### src/rtl/core/paeg_pkg.sv
// Shared constants, payload types and state codes of the preferential attachment generator.
package paeg_pkg;

  // Store sizes.
  localparam int MAX_VERTICES = 16384;
  localparam int MAX_EDGES    = 32768;

  // Address and counter widths that follow from the store sizes.
  localparam int VTX_AW = $clog2(MAX_VERTICES);
  localparam int EDGE_AW = $clog2(MAX_EDGES);
  localparam int EC_W = $clog2(MAX_EDGES + 1);

  // Fixed field widths.
  localparam int OP_W       = 2;
  localparam int VTX_W      = 14;
  localparam int RND_W      = 32;
  localparam int STATUS_W   = 2;
  localparam int DEG_W      = 16;
  localparam int TOTAL_W    = 16;
  localparam int NV_W       = 15;
  localparam int PER_W      = 4;
  localparam int DRAW_W     = 3;
  localparam int CFG_IDX_W  = 2;
  localparam int CFG_DATA_W = 15;

  // Register values after reset and the draw count limits.
  localparam logic [NV_W-1:0]  SEED_NODES_RESET     = NV_W'(100);
  localparam logic [PER_W-1:0] EDGES_PER_NODE_RESET = PER_W'(2);
  localparam logic [PER_W-1:0] PER_MIN              = PER_W'(1);
  localparam logic [PER_W-1:0] PER_MAX              = PER_W'(8);

  // Remainder unit: bits retired per cycle and cycles per operation.
  localparam int DIV_STEP   = 2;
  localparam int DIV_CYCLES = RND_W / DIV_STEP;
  localparam int DIV_CNT_W  = $clog2(DIV_CYCLES);

  // Configuration register indexes.
  localparam logic [CFG_IDX_W-1:0] REG_SEED_NODES     = CFG_IDX_W'(0);
  localparam logic [CFG_IDX_W-1:0] REG_EDGES_PER_NODE = CFG_IDX_W'(1);

  typedef logic [VTX_AW-1:0]  vtx_addr_t;
  typedef logic [EDGE_AW-1:0] edge_addr_t;
  typedef logic [EC_W-1:0]    edge_cnt_t;

  typedef enum logic [OP_W-1:0] {
    OP_SEED   = 2'd0,
    OP_ATTACH = 2'd1,
    OP_DEGREE = 2'd2
  } op_e;

  typedef enum logic [STATUS_W-1:0] {
    STATUS_DONE  = 2'd0,
    STATUS_FULL  = 2'd1,
    STATUS_LIMIT = 2'd2
  } status_e;

  typedef enum logic [3:0] {
    ST_CLEAR,
    ST_IDLE,
    ST_DIV,
    ST_EDGE_RD,
    ST_EDGE_DATA,
    ST_APPEND,
    ST_DEG_RD_A,
    ST_DEG_WR_A,
    ST_DEG_RD_B,
    ST_DEG_WR_B,
    ST_QUERY_RD,
    ST_QUERY_DATA,
    ST_FINISH
  } state_e;

  typedef struct packed {
    logic [OP_W-1:0]  operation;
    logic [VTX_W-1:0] end_a;
    logic [VTX_W-1:0] end_b;
    logic [RND_W-1:0] random_word;
    logic             pick_first;
  } in_item_t;

  typedef struct packed {
    logic [STATUS_W-1:0] status;
    logic [VTX_W-1:0]    edge_from;
    logic [VTX_W-1:0]    edge_to;
    logic [DEG_W-1:0]    degree;
    logic [TOTAL_W-1:0]  edge_total;
  } out_item_t;

  typedef struct packed {
    logic [CFG_IDX_W-1:0]  index;
    logic [CFG_DATA_W-1:0] value;
  } cfg_write_t;

  // One word of the edge store.
  typedef struct packed {
    logic [VTX_W-1:0] first_end;
    logic [VTX_W-1:0] second_end;
  } edge_word_t;

endpackage

### src/rtl/core/paeg_mod_unit.sv
// Iterative remainder unit: a 32-bit word modulo the edge count, two bits per cycle.
module paeg_mod_unit (
  input  logic                       clk_i,
  input  logic                       rst_ni,
  input  logic                       start_i,
  input  logic [paeg_pkg::RND_W-1:0] dividend_i,
  input  paeg_pkg::edge_cnt_t        divisor_i,
  output logic                       done_o,
  output paeg_pkg::edge_cnt_t        rem_o
);

  logic [paeg_pkg::RND_W-1:0]     dvd_q, dvd_d;
  paeg_pkg::edge_cnt_t            dsr_q, dsr_d;
  paeg_pkg::edge_cnt_t            rem_q, rem_d;
  logic [paeg_pkg::DIV_CNT_W-1:0] cnt_q, cnt_d;
  logic                           busy_q, busy_d;
  logic                           done_q, done_d;
  paeg_pkg::edge_cnt_t            step_rem;
  logic [paeg_pkg::EC_W:0]        trial;

  // Restoring steps of this cycle; the partial remainder always stays below the divisor.
  always_comb begin
    step_rem = rem_q;
    for (int i = 0; i < paeg_pkg::DIV_STEP; i++) begin
      trial = {step_rem, dvd_q[paeg_pkg::RND_W-1-i]};
      if (trial >= {1'b0, dsr_q}) begin
        trial = trial - {1'b0, dsr_q};
      end
      step_rem = trial[paeg_pkg::EC_W-1:0];
    end
  end

  // Sequencing of one operation.
  always_comb begin
    dvd_d  = dvd_q;
    dsr_d  = dsr_q;
    rem_d  = rem_q;
    cnt_d  = cnt_q;
    busy_d = busy_q;
    done_d = done_q;
    if (start_i) begin
      dvd_d  = dividend_i;
      dsr_d  = divisor_i;
      rem_d  = '0;
      cnt_d  = '0;
      busy_d = 1'b1;
      done_d = 1'b0;
    end else if (busy_q) begin
      dvd_d = dvd_q << paeg_pkg::DIV_STEP;
      rem_d = step_rem;
      cnt_d = cnt_q + 1'b1;
      if (cnt_q == paeg_pkg::DIV_CNT_W'(paeg_pkg::DIV_CYCLES - 1)) begin
        busy_d = 1'b0;
        done_d = 1'b1;
      end
    end
  end

  always_ff @(posedge clk_i or negedge rst_ni) begin
    if (!rst_ni) begin
      busy_q <= 1'b0;
      done_q <= 1'b0;
      cnt_q  <= '0;
    end else begin
      busy_q <= busy_d;
      done_q <= done_d;
      cnt_q  <= cnt_d;
    end
  end

  always_ff @(posedge clk_i) begin
    dvd_q <= dvd_d;
    dsr_q <= dsr_d;
    rem_q <= rem_d;
  end

  assign done_o = done_q;
  assign rem_o  = rem_q;

endmodule

### config.mk
export PLATFORM = sky130hd
export DESIGN_NAME = paeg_mod_unit
export DESIGN_NICKNAME = d
export VERILOG_FILES = /design/src/rtl/core/paeg_pkg.sv /design/src/rtl/core/paeg_mod_unit.sv
export SDC_FILE = /design/constraint.sdc
export NUM_CORES = 1
export LEC_CHECK = 0
export BUFFER_PORTS_ARGS = -buffer_cell sky130_fd_sc_hd__buf_2
export CORE_ASPECT_RATIO = 1.4
export CORE_MARGIN = 3
export CORE_UTILIZATION = 40
export CTS_BUF_LIST = sky130_fd_sc_hd__clkbuf_4
export CTS_CLUSTER_SIZE = 30
export DETAILED_ROUTE_END_ITERATION = 8
export GPL_ROUTABILITY_DRIVEN = 0
export MAX_ROUTING_LAYER = met4
export PLACE_DENSITY = 0.69
export SYNTH_ARGS = -nofsm -noshare
export SYNTH_HDL_FRONTEND = slang
export SYNTH_SLANG_ARGS = --single-unit
### constraint.sdc
create_clock -name clk_i -period 5.8 [get_ports clk_i]
set_input_delay 0.87 -clock clk_i [delete_from_list [all_inputs] [get_ports clk_i]]
set_output_delay 0.87 -clock clk_i [all_outputs]
set_load 0.03 [all_outputs]
==> results.sh <==
export IMPL_reg2reg_to="rem_o[4]"
export IMPL_fmax_ghz=0.1858
export IMPL_ys_warn_count=0
export IMPL_clockBufferDepth=2
export IMPL_path_class="flip-flop to flip-flop"
export IMPL_p_switching_w=0.001131
export IMPL_report_final_slew_viol_count=0
export IMPL_synth_top_area_share_pct=30.90
export IMPL_rsz0062_at_grt="false"
export IMPL_die_height_um=133.8
export IMPL_coreArea_mm2=0.01134
export IMPL_dr_pass1_iters=4
export IMPL_start_util_pct=41.14
export IMPL_grt_pass1_wl_um=17860
export IMPL_worst_ir_drop_vdd_uv=192.3
export IMPL_routed_wl_um=10730
export IMPL_cts_resized=0
export IMPL_synth_cell_area_mm2=0.004664
export IMPL_p_leak_nw=2.244
export IMPL_period_share_pct=92.78
export IMPL_final_nets=590
export IMPL_crit_slowest_cell="or4_1"
export IMPL_synthesis_nets=520
export IMPL_synth_top_cell_by_area="edfxtp_1"
export IMPL_finalSetupViolCount=0
export IMPL_drt_vias_per_instance=5.559
export IMPL_crit_path_start_kind="flip-flop"
export IMPL_htree_levels=3
export IMPL_tritoncts="built"
export IMPL_vias=3630
export IMPL_grtUsageTotal_pct=17.43
export IMPL_internal_power_w=0.001421
export IMPL_wl_per_cell_um=16.42
export IMPL_dp_hpwl_um=8327
export IMPL_synth_ff_type="edfxtp_1"
export IMPL_synth_top_family_by_area="compound AO/OA/AOI/OAI gates"
export IMPL_ys_seq_area_share_pct=40.99
export IMPL_status="complete, no violations"
export IMPL_required_ns=6.09
export IMPL_drt_iter0_drc=159
export IMPL_switching_share_pct=44.33
export IMPL_worstHoldPathType="input pin to asynchronous set/reset pin"
export IMPL_min_period_ns=5.381
export IMPL_gr_total_overflow=0
export IMPL_slowest_delay_ns=0.73
export IMPL_postCtsHoldBufs=0
export IMPL_relSlewSlack_pct=41.18
export IMPL_fin_worst_skew_ns=0.01911
export IMPL_layout_common_cells="buf_2, edfxtp_1, mux2_2"
export IMPL_cts_buffers=9
export IMPL_tightest_slew_ns=0.8822
export IMPL_clkTransAtPathRegs_ns=0.11
export IMPL_dpl_cell_area_mm2=0.005157
export IMPL_grt_max_degree=70
export IMPL_hold_viol=0
export IMPL_synth_adder_area_share_pct=9.710
export IMPL_postSynth_asyncResetShare_pct=8.571
export IMPL_critPathMaxFanout=17
export IMPL_clock_power_share_pct=12.8
export IMPL_drc_errors=0
export IMPL_final_area_mm2=0.005300
export IMPL_path_cells="inv_1 -> ha_1 -> nor2b_1 -> o31a_1 -> o22ai_2 -> o2111ai_1 -> nand2_1 -> mux2_2 -> ha_1 -> a21o_1 -> a21oi_1 -> nor2b_1 -> o41a_1 -> a221o_1 -> or4_1 -> a211oi_2 -> nor4_2"
export IMPL_drive_above_1_share_pct=29.67
export IMPL_post_cts_buffers=0
export IMPL_cts_root_buffer="clkbuf_4"
export IMPL_ff2ff_path_depth=17
export IMPL_regToRegStartpoint="dsr_q[1]"
export IMPL_muxShareOfSynthArea_pct=9.630
export IMPL_synth_compound_area_share_pct=17.97
export IMPL_clk_latency_ns=0.45
export IMPL_antenna_found_initial=0
export IMPL_cap_violations=0
export IMPL_syn_to_final_growth_pct=13.63
export IMPL_synth_area_per_cell_um2=10.75
export IMPL_setup_tns_ns=0
export IMPL_synthXorXnorAreaFrac_pct=5.070
export IMPL_syn_inst=434
export IMPL_yosys_top_cells_area="edfxtp_1, mux2_2, ha_1, dfxtp_1, dfrtp_1"
export IMPL_worst_setup_path_end_kind="flip-flop"
export IMPL_pwr_share_seq_pct=26.4
export IMPL_die_area_mm2=0.01301
export IMPL_power_density_mw_per_mm2=481.4
export IMPL_synth_edff_count=48
export IMPL_synthSimpleGateAreaFrac_pct=13.17
export IMPL_cp_arrival_ns=5.68
export IMPL_die_w_um=97.27
export IMPL_grt_pass1_vias=3783
export IMPL_io_pins=68
export IMPL_final_common_cell="buf_2"
export IMPL_ff2ff_setup_slack_ns=0.42
export IMPL_numPortBuffers=67
export IMPL_ys_types=68
export IMPL_row_count=46
export IMPL_antenna_cells=0
export IMPL_combPwrFrac_pct=60.9
export IMPL_clock_sinks=70
export IMPL_antenna_left=0
export IMPL_ys_ff_latch=70
-- synthesized netlist by cell type, types with 4 or more instances --
cell,instances
nand2_1,21
o21a_1,7
clkbuf_1,8
or3_1,4
a21oi_1,17
nor2_1,35
xnor2_1,15
dfxtp_1,16
nor3_1,11
nand3_1,13
edfxtp_1,48
nor4_1,6
mux2_2,39
a311oi_2,6
nand4_1,6
a21o_1,5
a2111oi_2,5
ha_1,33
dfrtp_1,6
xor2_1,12
inv_1,22
a211oi_1,5
o21ai_0,18
o21ai_1,5
-- power by group through the flow --
stage | Sequential [W] | Combinational [W] | Clock [W]
floorplan | 0.000742 | 0.00117 | 0
global placement | 0.000684 | 0.00150 | 0
detailed placement | 0.000684 | 0.00154 | 0
CTS | 0.000673 | 0.00154 | 0.000337
global route | 0.000684 | 0.00171 | 0.000352
finish | 0.000673 | 0.00155 | 0.000326
-- worst max-delay path by stage --
stage                        start        to  depth (start not counted)
final                     dsr_q[1]  rem_o[4]                         17
after global routing      dsr_q[1]  rem_o[7]                         18
after CTS                 dsr_q[1]  rem_o[4]                         17
after detailed placement  dsr_q[1]  rem_o[4]                         17
after global placement    dsr_q[1]  rem_o[4]                         17
after floorplan           rem_o[0]  rem_o[4]                         18
-- critical path, delay by kind of cell, from the launching register on --
family / cells / cell delay (ns)
mux: 1 / 0.43
buf+inv: 1 / 0.17
simple gates: 5 / 1.54
compound gates: 8 / 2.11
fa+ha+maj: 2 / 0.63
flops: 1 / 0.37
-- logic make-up after synthesis --
| family | after synthesis |
|---|---|
| AND/OR/NAND/NOR | 118 |
| AO/OA/AOI/OAI | 106 |
| adder cells (fa/ha/maj) | 35 |
| flip-flops | 70 |
| buffers and inverters | 38 |
| multiplexers | 40 |
| XOR/XNOR | 27 |
-- area by class of cell --
cell class	count	area (um^2)
Fill cell	1064	6038
Multi-Input combinational cell	326	2591
Sequential cell	70	1912
Timing Repair Buffer	74	387.9
Tap cell	144	180.2
Inverter	23	86.33
Clock buffer	11	82.58
Clock inverter	5	60.06
-- stage by stage --
stage | util [%] | hold slack, ns | power (W) | setup WS, ns | instances
floorplan | - | 0.5128 | 0.001910 | 0.8343 | 434
global placement | 45.49 | 0.4763 | 0.002179 | 0.6393 | 637
detailed placement | 45.49 | 0.4853 | 0.002226 | 0.4437 | 637
CTS | 46.74 | 0.2031 | 0.002555 | 0.4409 | 653
global route | 46.74 | 0.2231 | 0.002741 | 0.02561 | 653
finish | 46.74 | 0.2351 | 0.002552 | 0.4187 | 653
-- routing by layer --
metal / track usage, % / up-vias / share of wire [%]
met4: 10.01 / 0 / 3.6
li1: - / 1800 / -
met2: 29.19 / 95 / 50
met5: - / - / 0
met3: 3.070 / 24 / 4.6
met1: 19.62 / 1711 / 42
-- registers in the layout, summed over array words and instances (netlist names) --
| name | flops |
|---|---|
| cnt_q | 4 |
| done_o | 1 |
| busy_q | 1 |
| dsr_q | 16 |
| dvd_q | 32 |
| rem_o | 16 |
Note: power is estimated with default switching activity, not from simulation.
